==> src/sv/pairing_link_classifier_top_defines.svh <==
// ----------------------------------------------------------------------------
// Pairing link classifier assertion macros
// Concurrent assertion wrappers clocked on clk and disabled in reset.
// ----------------------------------------------------------------------------
`ifndef PAIRING_LINK_CLASSIFIER_TOP_DEFINES_SVH
`define PAIRING_LINK_CLASSIFIER_TOP_DEFINES_SVH

`ifndef SYNTHESIS

// Antecedent implies consequent in the same cycle.
`define PLC_ASSERT_NOW(label, ante, cons) \
    label: assert property (@(posedge clk) disable iff (!rst_n) (ante) |-> (cons)) \
        else $error("pairing link classifier check failed");

// Antecedent implies consequent in the next cycle.
`define PLC_ASSERT_NEXT(label, ante, cons) \
    label: assert property (@(posedge clk) disable iff (!rst_n) (ante) |=> (cons)) \
        else $error("pairing link classifier check failed");

`else

`define PLC_ASSERT_NOW(label, ante, cons)
`define PLC_ASSERT_NEXT(label, ante, cons)

`endif

`endif

==> src/sv/plc_pkg.sv <==
`timescale 1ns / 1ps
// ----------------------------------------------------------------------------
// Pairing link classifier package
// Field widths, command and result codes shared by the classifier.
// ----------------------------------------------------------------------------
package plc_pkg;

    localparam int POS_W     = 16;  // pattern start and length
    localparam int TXT_W     = 31;  // text start
    localparam int FACTOR_W  = 10;  // factor length L
    localparam int INTRON_W  = 31;  // max_intron_len
    localparam int CFG_DATA_W = 31;

    localparam int S_TDATA_W = 128;
    localparam int S_TUSER_W = 3;
    localparam int M_TDATA_W = 8;

    // Pattern sums fit 18 bits, text sums fit 34 bits.
    localparam int PSUM_W = POS_W + 2;
    localparam int TSUM_W = TXT_W + 3;

    localparam int LONG_FACTOR = 5;

    // Overlap test overlap > 0.4 * len done as 5 * overlap > 2 * len.
    localparam int OVL_NUM = 5;
    localparam int OVL_DEN = 2;

    localparam logic [FACTOR_W-1:0] MIN_FACTOR_RESET = 10'd15;
    localparam logic [INTRON_W-1:0] MAX_INTRON_RESET = 31'd0;

    typedef enum logic [0:0] {
        REG_MIN_FACTOR = 1'b0,
        REG_MAX_INTRON = 1'b1
    } cfg_index_t;

    typedef enum logic [1:0] {
        CMD_STRICT = 2'd0,
        CMD_LOOSE  = 2'd1,
        CMD_SOURCE = 2'd2,
        CMD_SINK   = 2'd3
    } cmd_t;

    typedef enum logic [2:0] {
        CASE_NONE     = 3'd0,
        CASE_SP_ST    = 3'd1,
        CASE_SP_OT    = 3'd2,
        CASE_OP_ST    = 3'd3,
        CASE_OP_OT    = 3'd4,
        CASE_ORDER    = 3'd5,
        CASE_TOO_LONG = 3'd6
    } case_t;

endpackage

==> src/sv/pairing_link_classifier_top.sv <==
`timescale 1ns / 1ps
`include "pairing_link_classifier_top_defines.svh"
// ----------------------------------------------------------------------------
// Pairing link classifier
// Decides how two alignment pairings relate: strict or loose edge with its
// pattern/text case, or whether one blocks the other as source or sink.
// ----------------------------------------------------------------------------
//  channel | dir | content
//  s_*     | in  | tdata: pairings A and B, tuser: cmd, same_pairing
//  m_*     | out | tdata: related, case_code
//  cfg_*   | in  | register write, index 0 factor length L, 1 max_intron_len
//
//  An accepted item passes, in order, through one input register, one stage
//  of compares and one result register.
//  One item is accepted per cycle when the output is not stalled.
//  A stall on m_tready holds the result and, once the input register is also
//  full, drops s_tready. Reset empties both registers and loads defaults.
// ----------------------------------------------------------------------------
module pairing_link_classifier_top
    import plc_pkg::*;
(
    input  logic                  clk,
    input  logic                  rst_n,

    input  logic                  s_tvalid,
    output logic                  s_tready,
    // first_pat_start[15:0], first_txt_start[46:16], first_len[62:47],
    // second_pat_start[78:63], second_txt_start[109:79], second_len[125:110]
    input  logic [S_TDATA_W-1:0]  s_tdata,
    // cmd[1:0], same_pairing[2]
    input  logic [S_TUSER_W-1:0]  s_tuser,

    output logic                  m_tvalid,
    input  logic                  m_tready,
    // related[0], case_code[3:1]
    output logic [M_TDATA_W-1:0]  m_tdata,

    input  logic                  cfg_we,
    input  logic                  cfg_index,
    input  logic [CFG_DATA_W-1:0] cfg_data
);

    logic [FACTOR_W-1:0] factor_len_reg;
    logic [INTRON_W-1:0] max_intron_len_reg;

    logic               in_valid_reg, in_valid_next;
    cmd_t               cmd_reg;
    logic               same_reg;
    logic [POS_W-1:0]   ap_reg, al_reg, bp_reg, bl_reg;
    logic [TXT_W-1:0]   at_reg, bt_reg;

    logic               out_valid_reg, out_valid_next;
    logic               related_reg, related_next;
    case_t              case_reg, case_next;

    logic               s_accept;
    logic               out_load;

    always_ff @(posedge clk or negedge rst_n)
    begin
        if (!rst_n)
        begin
            factor_len_reg     <= MIN_FACTOR_RESET;
            max_intron_len_reg <= MAX_INTRON_RESET;
        end
        else if (cfg_we)
        begin
            case (cfg_index_t'(cfg_index))
                REG_MIN_FACTOR: factor_len_reg <= cfg_data[FACTOR_W-1:0];
                REG_MAX_INTRON: max_intron_len_reg <= cfg_data[INTRON_W-1:0];
                default: ;
            endcase
        end
    end

    // Handshake: the input register moves on whenever the result register
    // is empty or being drained in the same cycle.
    assign out_load = in_valid_reg && (!out_valid_reg || m_tready);
    assign s_tready = !in_valid_reg || out_load;
    assign s_accept = s_tvalid && s_tready;

    always_comb
    begin
        in_valid_next = in_valid_reg;
        if (s_accept)
            in_valid_next = 1'b1;
        else if (out_load)
            in_valid_next = 1'b0;

        out_valid_next = out_valid_reg;
        if (out_load)
            out_valid_next = 1'b1;
        else if (m_tready)
            out_valid_next = 1'b0;
    end

    always_ff @(posedge clk or negedge rst_n)
    begin
        if (!rst_n)
        begin
            in_valid_reg  <= 1'b0;
            out_valid_reg <= 1'b0;
        end
        else
        begin
            in_valid_reg  <= in_valid_next;
            out_valid_reg <= out_valid_next;
        end
    end

    always_ff @(posedge clk)
    begin
        if (s_accept)
        begin
            ap_reg   <= s_tdata[15:0];
            at_reg   <= s_tdata[46:16];
            al_reg   <= s_tdata[62:47];
            bp_reg   <= s_tdata[78:63];
            bt_reg   <= s_tdata[109:79];
            bl_reg   <= s_tdata[125:110];
            cmd_reg  <= cmd_t'(s_tuser[1:0]);
            same_reg <= s_tuser[2];
        end
        if (out_load)
        begin
            related_reg <= related_next;
            case_reg    <= case_next;
        end
    end

    // ------------------------------------------------------------------
    // Compare stage
    // ------------------------------------------------------------------
    logic [FACTOR_W:0]   two_l;
    logic [FACTOR_W:0]   fl;
    logic [PSUM_W-1:0]   ap_end, bp_end;
    logic [TSUM_W-1:0]   at_end, bt_end, t_tail;
    logic                p_simple, p_overlap, t_simple, t_overlap;
    logic                a_long, ovl_large;
    logic [16:0]         tail_short;
    logic [19:0]         tail_scaled;
    logic                loose_reject, disjoint, src_block, snk_block;
    case_t               edge_code;

    assign two_l  = {factor_len_reg, 1'b0};
    assign fl     = {factor_len_reg, 1'b1};
    assign ap_end = PSUM_W'(ap_reg) + PSUM_W'(al_reg);
    assign bp_end = PSUM_W'(bp_reg) + PSUM_W'(bl_reg);
    assign at_end = TSUM_W'(at_reg) + TSUM_W'(al_reg);
    assign bt_end = TSUM_W'(bt_reg) + TSUM_W'(bl_reg);

    assign p_simple  = (ap_end <= PSUM_W'(bp_reg)) &&
                       (PSUM_W'(bp_reg) <= ap_end + PSUM_W'(fl));
    assign p_overlap = (PSUM_W'(ap_reg) + PSUM_W'(two_l) <= bp_end) &&
                       (PSUM_W'(bp_reg) < ap_end);

    assign t_simple  = (at_end <= TSUM_W'(bt_reg)) &&
                       ((max_intron_len_reg == '0) ||
                        (TSUM_W'(bt_reg) <= at_end + TSUM_W'(max_intron_len_reg)));
    // B.p + A.t - A.p - B.t <= fl, rearranged to stay unsigned.
    assign t_overlap = (TSUM_W'(at_reg) + TSUM_W'(two_l) <= bt_end) &&
                       (TSUM_W'(bt_reg) < at_end) &&
                       (TSUM_W'(bp_reg) + TSUM_W'(at_reg) <=
                        TSUM_W'(fl) + TSUM_W'(ap_reg) + TSUM_W'(bt_reg));

    // Only consulted in strict mode with B.t > A.t, where the tail is
    // below A.l and fits 17 bits.
    assign t_tail      = at_end - TSUM_W'(bt_reg);
    assign tail_short  = t_tail[16:0];
    assign tail_scaled = 20'(tail_short) * 20'(OVL_NUM);
    assign ovl_large   = tail_scaled > 20'(al_reg) * 20'(OVL_DEN);
    assign a_long      = 17'(al_reg) >= 17'(LONG_FACTOR) * 17'(factor_len_reg);

    always_comb
    begin
        edge_code = CASE_NONE;
        if (p_simple)
        begin
            if (t_simple)
                edge_code = CASE_SP_ST;
            else if (t_overlap)
                edge_code = (cmd_reg == CMD_STRICT && a_long && ovl_large) ?
                            CASE_TOO_LONG : CASE_SP_OT;
        end
        else if (p_overlap)
        begin
            if (t_simple)
                edge_code = CASE_OP_ST;
            else if (t_overlap)
                edge_code = CASE_OP_OT;
        end
    end

    // Loose mode loop guard: B behind A on the pattern but inside A on the
    // text, or B not ahead of A anywhere unless at the same start and at least as long.
    assign loose_reject =
        ((bp_reg < ap_reg) && (bt_reg > at_reg) && (TSUM_W'(bt_reg) < at_end)) ||
        ((bp_reg <= ap_reg) && (bt_reg <= at_reg) &&
         ((bp_reg < ap_reg) || (bt_reg < at_reg) || (bl_reg < al_reg)));

    assign disjoint =
        ((ap_end <= PSUM_W'(bp_reg)) || (bp_end <= PSUM_W'(ap_reg))) &&
        ((at_end <= TSUM_W'(bt_reg)) || (bt_end <= TSUM_W'(at_reg)));

    assign src_block =
        (PSUM_W'(ap_reg) + PSUM_W'(factor_len_reg) <= PSUM_W'(bp_reg)) &&
        (TSUM_W'(at_reg) + TSUM_W'(factor_len_reg) <= TSUM_W'(bt_reg));

    assign snk_block =
        (ap_end + PSUM_W'(factor_len_reg) <= bp_end) &&
        (at_end + TSUM_W'(factor_len_reg) <= bt_end);

    always_comb
    begin
        case_next    = CASE_NONE;
        related_next = 1'b0;
        case (cmd_reg)
            CMD_STRICT:
            begin
                if ((bp_reg <= ap_reg) || (bt_reg <= at_reg))
                    case_next = CASE_ORDER;
                else
                    case_next = edge_code;
                related_next = case_next inside {CASE_SP_ST, CASE_SP_OT,
                                                 CASE_OP_ST, CASE_OP_OT};
            end
            CMD_LOOSE:
            begin
                if (same_reg || loose_reject)
                    case_next = CASE_ORDER;
                else
                    case_next = edge_code;
                related_next = case_next inside {CASE_SP_ST, CASE_SP_OT,
                                                 CASE_OP_ST, CASE_OP_OT};
            end
            CMD_SOURCE: related_next = disjoint || src_block;
            CMD_SINK:   related_next = disjoint || snk_block;
            default:    related_next = 1'b0;
        endcase
    end

    assign m_tvalid = out_valid_reg;
    assign m_tdata  = {4'b0000, case_reg, related_reg};

    // ------------------------------------------------------------------
    // Assertions
    // ------------------------------------------------------------------
    `PLC_ASSERT_NOW(a_reject_not_related, m_tvalid &&
        (m_tdata[3:1] == CASE_ORDER || m_tdata[3:1] == CASE_TOO_LONG), !m_tdata[0])
    `PLC_ASSERT_NOW(a_block_test_no_case, in_valid_reg &&
        (cmd_reg == CMD_SOURCE || cmd_reg == CMD_SINK), case_next == CASE_NONE)
    `PLC_ASSERT_NOW(a_too_long_strict_only, in_valid_reg && case_next == CASE_TOO_LONG,
        cmd_reg == CMD_STRICT)
    `PLC_ASSERT_NEXT(a_stalled_item_kept, in_valid_reg && !out_load, in_valid_reg)

endmodule

==> config.mk <==
export PLATFORM = sky130hd
export DESIGN_NAME = pairing_link_classifier_top
export DESIGN_NICKNAME = d
export VERILOG_FILES = /design/src/sv/plc_pkg.sv /design/src/sv/pairing_link_classifier_top.sv
export VERILOG_INCLUDE_DIRS = /design/src /design/src/sv
export SDC_FILE = /design/constraint.sdc
export NUM_CORES = 1
export LEC_CHECK = 0
export ABC_AREA = 0
export BUFFER_PORTS_ARGS = -buffer_cell sky130_fd_sc_hd__buf_2
export CORE_UTILIZATION = 50
export DETAILED_ROUTE_END_ITERATION = 6
export PLACE_DENSITY = 0.78
export SKIP_LAST_GASP = 1
export SLEW_MARGIN = 5
export SYNTH_ARGS = -nofsm -noshare
export SYNTH_HDL_FRONTEND = slang
export SYNTH_SLANG_ARGS = --single-unit
export TNS_END_PERCENT = 30
==> constraint.sdc <==
create_clock -name clk -period 11 [get_ports clk]
set_clock_uncertainty 0.1 [all_clocks]
set_input_delay 2.2 -clock clk [delete_from_list [all_inputs] [get_ports clk]]
set_output_delay 2.2 -clock clk [all_outputs]
set_load 0.005 [all_outputs]
==> summary.md, run 1 <==
| Metric | Value |
|---|---|
| Outcome | `completed` |
| Fin. Hold Viols | `0` |
| Worst setup startpoint | `at_reg[0]$_DFFE_PP_` |
| Met1 GRT Util | `between 40% and 50%` |
| Reg2reg path depth | `35` |
| Netlist cell types | `86` |
| TritonCTS clock tree | `yes` |
| Last element of the critical path | `related_reg$_DFFE_PP_` |
| Seq/Total Area, Yosys | `18.1%` |
| Switching fraction of total power | `between 40% and 50%` |
| Die height | `between 200 and 250 um` |
| Worst Hold Class | `reg2reg` |
| Vias post-DR | `25,700` |
| Post-synth EDFFs | `roughly 130` |
| Psw | `about 2.5 mW` |
| Critical Path AT | `8.48 ns` |
| Top flip-flop cell by instance count after synthesis | `edfxtp_1` |
| First-pass GRT wire length | `around 140,000 um` |
| Logic pwr share | `about 71%` |
| Number of synthesized register bits | `roughly 180` |
| Final Worst Setup Slack | `between 2 and 3 ns` |
| Part of the power in registers | `~17%` |
| Area of the die | `approximately 0.057 mm2` |
| Max cap viols | `0` |
| P_leak | `14.2 nW` |
| Remaining antenna violation count | `0` |
| Fin. max-slew vios | `0` |
| WP buf/inv | `2` |
| Worst Min Path Start | `in_valid_reg$_DFFE_PN0P_` |
| GRT met2 Usage | `47.0%` |
| Clock share of power | `a little under an eighth` |
| Final cell count without fillers | `4,141` |
| Crit path capture type | `register` |
| Vias per inst | `6.20` |
| CP Class | `reg2reg` |
| CTS root buf | `clkbuf_16` |
| Drt wl/cell | `22.5 um` |
| Clock transition at the registers of the reported paths | `0.08 ns` |
| Inserted Clock Buffers | `17` |
| Final setup violating endpoints | `0` |
| # Post-CTS Setup Buffers | `0` |
| Layout cells sized above 1 | `9.02%` |
| Fraction of registers with async set/reset | `between 20% and 30%` |
| Worst vdd ir | `between 0.00015 and 0.0002 V` |
| Initial Util | `between 50% and 60%` |
| Io pins | `between 150 and 200` |
| RSZ-0062 raised after global routing | `no` |
| Worst path top cell family by delay | `compound AO/OA/AOI/OAI gates` |
| Vias in the first global route | `23,700` |
| Crit-path max FO | `6` |
| Layout overhead on the synthesized area | `8.57%` |
| Post-Synthesis Cells | `around 3,200` |
| R2R setup slack | `between 2 and 3 ns` |
| Post-cts sizing count | `0` |
| Hpwl dp | `about 78,000 um` |
| Global placer's final weighted congestion | `~1.0` |
| Place WS | `~3 ns` |
| Die width | `between 200 and 250 um` |
| Setup TNS | `0 ns` |
| CP startpoint kind | `register` |
| Worst flop-to-flop path startpoint | `at_reg[0]$_DFFE_PP_` |
| Most used routing layer in global routing | `met2` |
| Core ar. | `0.0552 mm2` |
| Total gr overflow | `0` |
| Largest stage delay on the critical path | `between 0.5 and 0.6 ns` |
| Drt drc | `0` |
| DRT iter0 DRCs | `between 2,000 and 3,000` |
| Total power | `around 5.3 mW` |
| Max Fclk | `between 100 and 150 MHz` |
| Worst path slowest cell | `edfxtp_1` |
| Antenna violations before repair | `5` |
| Worst Tran Pin Value | `about 1.1 ns` |
| Met3 usage | `about 7.3%` |
| IO Port Bufs | `roughly 170` |
| Final core occ | `55.1%` |
| Max clock buf depth | `2` |
| Max_slew headroom | `between 20% and 30%` |
| Cts hold-fix bufs | `0` |
| # clock sinks | `~180` |
| H-tree depth | `4` |
| Initial DRT Pass Iterations | `5` |
| Mapped cell area | `between 0.02 and 0.03 mm2` |
| Largest net degree at the start of global routing | `68` |
| Total GRT Usage | `between 30% and 40%` |
| Final net count | `between 4,000 and 5,000` |
| Routed WL | `93,300 um` |
| Placed Cells | `just over 4,000` |
| Final Cycle Share | `between 70% and 80%` |
| Pint | `approximately 2.7 mW` |
| Synth Area per Inst | `slightly below 9 um2` |
| Crit. path cell count | `35` |
| # rows | `86` |
| CP required | `around 11 ns` |
| Clk_lat worst skew | `0.51 ns` |
| Synth Warn # | `0` |
| Fin crit period | `8.20 ns` |
| Reg2reg end | `related_reg$_DFFE_PP_` |
| Pwr dens | `173 mW/mm2` |
cell type report:
class	count	area, um2
multi-input combinational	2737	21900
clock buffer	21	493
fill	5094	24800
timing repair buffer	185	961
clock inverter	11	88.8
antenna	2	5.00
inverter	261	980
tap	748	936
sequential	176	5070
per-layer routing:
layer / vias to the layer above / share of wire [%] / wire length, um
met3: 164 / 11 / 10500
li1: 12200 / - / -
met4: 2 / 3.7 / 3430
met1: 12000 / 44 / 41500
met2: 1216 / 41 / 37800
met5: - / 0.0086 / 8
layout by cell type (no fill, tap or decap), types with 51 or more instances in the layout:
cell      count
a21oi_1     250
xor2_1       84
nand2_1     155
nor2b_1      51
nor3_1       94
nor2_1      191
xnor2_1     251
nand4_1      71
buf_2       171
inv_1       253
edfxtp_1    133
ha_1        658
o21ai_0     162
nand3_1      84
a21o_1      126
worst register-to-register path, delay by kind of cell, from the launching register on:
| kind | cells | cell delay (ns) |
|---|---|---|
| XOR/XNOR | 3 | 0.74 |
| AO/OA/AOI/OAI | 12 | 2.37 |
| adder cells (fa/ha/maj) | 6 | 2.01 |
| buffers and inverters | 2 | 0.18 |
| AND/OR/NAND/NOR | 12 | 2.15 |
| flip-flops | 1 | 0.52 |
cell usage after synthesis, types with 31 or more instances:
cell      number  area [um2]
a211oi_1      31         233
a21o_1       126         946
a21oi_1      250        1250
dfrtp_1       39         976
edfxtp_1     133        3990
ha_1         658        8230
inv_1        253         950
mux2_2        39         439
nand2_1      155         582
nand2b_1      34         213
nand3_1       84         420
nand4_1       71         444
nor2_1       191         717
nor2b_1       51         319
nor3_1        94         470
o21a_1        47         353
o21ai_0      162         811
o21bai_1      33         248
xnor2_1      251        2200
xor2_1        84         736
worst min-delay path by stage:
stage / endpoint / slack [ns] / cells past startpoint
2_1_floorplan: m_tvalid$_DFFE_PN0P_ / 0.35 / 1
3_3_place_gp: m_tvalid$_DFFE_PN0P_ / 0.37 / 1
3_5_place_dp: m_tvalid$_DFFE_PN0P_ / 0.39 / 1
4_1_cts: m_tvalid$_DFFE_PN0P_ / 0.40 / 1
5_1_grt: m_tvalid$_DFFE_PN0P_ / 0.42 / 1
6_report: m_tvalid$_DFFE_PN0P_ / 0.40 / 1
power by group through the flow:
stage	Sequential (mW)	Clock, mW	Combinational [mW]
3_5_place_dp	0.916	0	3.60
3_3_place_gp	0.917	0	3.52
4_1_cts	0.904	0.639	3.63
6_report	0.909	0.623	3.72
2_1_floorplan	0.859	0	2.76
5_1_grt	0.911	0.662	4.17
kinds of logic (layout without fill, tap and decap cells):
| group | after synthesis | count (layout) | synth area share [%] |
|---|---|---|---|
| AOI/OAI and AO/OA | 823 | 823 | 18.9 |
| xor gates and xnor gates | 338 | 338 | 10.7 |
| adders and majority gates | 685 | 685 | 31.3 |
| buffers and inverters | 281 | 478 | 3.84 |
| DFF | 176 | 176 | 18.1 |
| muxes | 41 | 41 | 1.64 |
| other | 1 | 6 | 0.0134 |
| and+or+nand+nor | 846 | 846 | 15.5 |
through the flow:
step           cell area, um2  hold slack (ns)
3_3_place_gp            29800            0.372
3_5_place_dp            29800            0.385
5_1_grt                 30400            0.420
2_1_floorplan           28000            0.349
6_report                30400            0.399
4_1_cts                 30400            0.402
Power figures use the tool's default switching activity.
==> run 2, diff against run 1 <==
--- a/config.mk
+++ b/config.mk
@@ -10,7 +10,7 @@
 export BUFFER_PORTS_ARGS = -buffer_cell sky130_fd_sc_hd__buf_2
 export CORE_UTILIZATION = 50
 export DETAILED_ROUTE_END_ITERATION = 6
-export PLACE_DENSITY = 0.78
+export PLACE_DENSITY = 0.8
 export SKIP_LAST_GASP = 1
 export SLEW_MARGIN = 5
 export SYNTH_ARGS = -nofsm -noshare
==> constraint.sdc (replaced) <==
create_clock -name clk -period 7.5 [get_ports clk]
set_clock_uncertainty 0.1 [all_clocks]
set_input_delay 1.5 -clock clk [delete_from_list [all_inputs] [get_ports clk]]
set_output_delay 1.5 -clock clk [all_outputs]
set_load 0.005 [all_outputs]
==> run 2 against run 1 <==
Clock power is 40% higher. Via count is 2.8% higher. Critical path type unchanged. Critical path depth is 9 lower. Largest power group unchanged. Final cell count is 2.1% higher. Critical endpoint unchanged. Core utilization is 1.3 points higher. Sequential power is 45% higher. Largest cell class unchanged. Routed wire length is 2.5% higher.
==> summary.md, run 2 (same netlist as run 1, synthesis figures left out) <==
| Metric | Value |
|---|---|
| Initial Util | `50.8% (unchanged)` |
| P_leak | `14.6 nW (+2.8%)` |
| Total GRT Usage | `33.4% (+0.71 points)` |
| Critical Path AT | `7.34 ns (-1.14 ns)` |
| Logic pwr share | `72.1% (+1.3 points)` |
| Min Hold Slack | `0.413 ns (+0.0135 ns)` |
| Pint | `4.08 mW (+50%)` |
| R2R setup slack | `0.31 ns (-2.49 ns)` |
| Hold depth | `1 (unchanged)` |
| Max cap viols | `0 (unchanged)` |
| Clock transition at the registers of the reported paths | `0.08 ns (about the same)` |
| Final setup violating endpoints | `0 (unchanged)` |
| Max clock buf depth | `2 (unchanged)` |
| Largest stage delay on the critical path | `0.57 ns (+0.05 ns)` |
| Total gr overflow | `0 (unchanged)` |
| Layout overhead on the synthesized area | `11.0%` |
| Antenna violations before repair | `2 (-3)` |
| Reg2reg path depth | `26 (-26%)` |
| Clk_lat worst skew | `0.52 ns (about the same)` |
| CTS root buf | `clkbuf_16` |
| Vias in the first global route | `24,200 (+2.3%)` |
| WP buf/inv | `1 (-1)` |
| Die height | `239 um (unchanged)` |
| Drt wl/cell | `22.6 um (+0.40%)` |
| Worst Hold Class | `reg2reg` |
| Layout cells sized above 1 | `11.6% (+2.6 points)` |
| TritonCTS clock tree | `yes` |
| Part of the power in registers | `16.8% (-0.5 points)` |
| Pwr dens | `253 mW/mm2 (+46%)` |
| Vias post-DR | `26,400 (+2.8%)` |
| Switching fraction of total power | `48.2% (+0.079 points)` |
| Crit-path max FO | `6 (unchanged)` |
| Total power | `7.86 mW (+50%)` |
| Psw | `3.79 mW (+50%)` |
| Worst path slowest cell | `xnor2_1` |
| First-pass GRT wire length | `143,000 um (+2.1%)` |
| CP required | `7.65 ns (-3.63 ns)` |
| Commonest non-fill, non-tap cell in the layout | `ha_1` |
| CP startpoint kind | `register` |
| Max_slew headroom | `24.1% (-5.7 points)` |
| Final Worst Setup Slack | `0.312 ns (-2.49 ns)` |
| Die width | `239 um (unchanged)` |
| Crit path capture type | `register` |
| CP Class | `reg2reg` |
| Fin. Hold Viols | `0 (unchanged)` |
| Largest net degree at the start of global routing | `65 (-4.4%)` |
| Routed WL | `95,600 um (+2.5%)` |
| Vias per inst | `6.24 (+0.65%)` |
| Worst vdd ir | `0.000272 V (+44%)` |
| Inserted Clock Buffers | `17 (unchanged)` |
| Worst Tran Pin Value | `1.14 ns (+0.0859 ns)` |
| Fin. max-slew vios | `0 (unchanged)` |
| Place WS | `0.135 ns (-2.83 ns)` |
| Area of the die | `0.0570 mm2 (unchanged)` |
| Remaining antenna violation count | `0 (unchanged)` |
| # rows | `86 (unchanged)` |
| Core ar. | `0.0552 mm2 (unchanged)` |
| Initial DRT Pass Iterations | `6 (+1)` |
| IO Port Bufs | `171 (unchanged)` |
| Reg2reg end | `related_reg$_DFFE_PP_` |
| Fin crit period | `7.19 ns (-1.01 ns)` |
| Global placer's final weighted congestion | `1.04 (+3.5%)` |
| Final net count | `4,319 (+2.1%)` |
| Worst Min Path Start | `in_valid_reg$_DFFE_PN0P_` |
| Max Fclk | `139 MHz (+14%)` |
| H-tree depth | `4 (unchanged)` |
| Worst path top cell family by delay | `compound AO/OA/AOI/OAI gates` |
| Final Cycle Share | `95.8% (+21 points)` |
| Drt drc | `0 (unchanged)` |
| Hpwl dp | `80,600 um (+3.8%)` |
| Hold Path Sink | `m_tvalid$_DFFE_PN0P_` |
| Outcome | `completed` |
| Clock share of power | `11.1% (-0.8 points)` |
| Most frequent cells in the layout | `656 x ha_1, 253 x inv_1, 250 x xnor2_1, 248 x a21oi_1, 190 x nor2_1` |
| Io pins | `178 (unchanged)` |
| Worst flop-to-flop path startpoint | `at_reg[1]$_DFFE_PP_` |
| DRT iter0 DRCs | `2,832 (+8.4%)` |
| # clock sinks | `176 (unchanged)` |
run 2: changes by cell type in the layout (fill, tap and decap cells not counted), sizes merged:
cell,change
buf,+88
clkinvlp,+2
clkbuf,-1
clkinv,-1
diode,-1
run 2: stage by stage:
step,setup TNS (ns),utilization (%),area [um2],instances
2_1_floorplan,0,-,28000,3194
3_5_place_dp,0,55.2,30500,4187
5_1_grt,-0.0403,56.4,31100,4227
4_1_cts,0,56.1,31000,4219
3_3_place_gp,0,55.2,30500,4187
6_report,0,56.4,31100,4228
run 2: per-layer routing:
metal  vias to the layer above  GRT usage [%]  routed length [um]
met4                         2           14.1                4230
met2                      1381           47.9               38600
li1                      12400              -                   -
met1                     12300           47.1               41400
met5                         -              0                  13
met3                       220           8.16               11400
run 2: worst register-to-register path, stage by stage (launching register included):
cell,delay [ns]
edfxtp_1,0.46
ha_1,0.33
a211oi_1,0.36
o211a_1,0.34
o21ba_2,0.24
o21bai_1,0.10
xnor2_1,0.57
inv_1,0.23
ha_1,0.40
and3_1,0.23
and3_1,0.20
a41o_1,0.23
a41oi_1,0.25
a311oi_1,0.21
o21ai_0,0.28
a31oi_1,0.10
o21ai_0,0.16
nand2b_1,0.09
xnor2_1,0.13
ha_1,0.28
and4_1,0.20
nand3_1,0.19
nor4b_1,0.09
a311oi_1,0.42
a31o_2,0.34
o21ai_0,0.12
a32o_1,0.27
run 2: worst max-delay path by stage:
stage	cells after the start	start	endpoint	slack, ns
after floorplan	35	at_reg[0]$_DFFE_PP_	related_reg$_DFFE_PP_	0.63
after global placement	36	al_reg[0]$_DFFE_PP_	related_reg$_DFFE_PP_	0.26
after detailed placement	36	al_reg[0]$_DFFE_PP_	related_reg$_DFFE_PP_	0.14
after CTS	36	al_reg[0]$_DFFE_PP_	related_reg$_DFFE_PP_	0.08
after global routing	35	al_reg[0]$_DFFE_PP_	related_reg$_DFFE_PP_	-0.04
final	26	at_reg[1]$_DFFE_PP_	related_reg$_DFFE_PP_	0.31
run 2: layout make-up:
class | instances | area, um2
timing repair buffer | 273 | 1630
antenna | 1 | 2.50
clock buffer | 20 | 437
fill | 4949 | 24100
inverter | 261 | 980
tap | 748 | 936
sequential | 176 | 5070
multi-input combinational | 2737 | 22000
clock inverter | 12 | 100
run 2: power by group through the flow:
stage / clock network (mW) / registers (mW) / logic, mW
2_1_floorplan: 0 / 1.26 / 4.05
3_3_place_gp: 0 / 1.33 / 5.25
3_5_place_dp: 0 / 1.33 / 5.41
4_1_cts: 0.902 / 1.31 / 5.46
5_1_grt: 0.933 / 1.32 / 6.27
6_report: 0.873 / 1.32 / 5.67
run 2: repair_timing:
action                     4_1_cts  5_1_grt
gates resized for setup          0       19
hold buffers                     0        0
setup endpoints to repair        0        2
setup buffers                    0        8
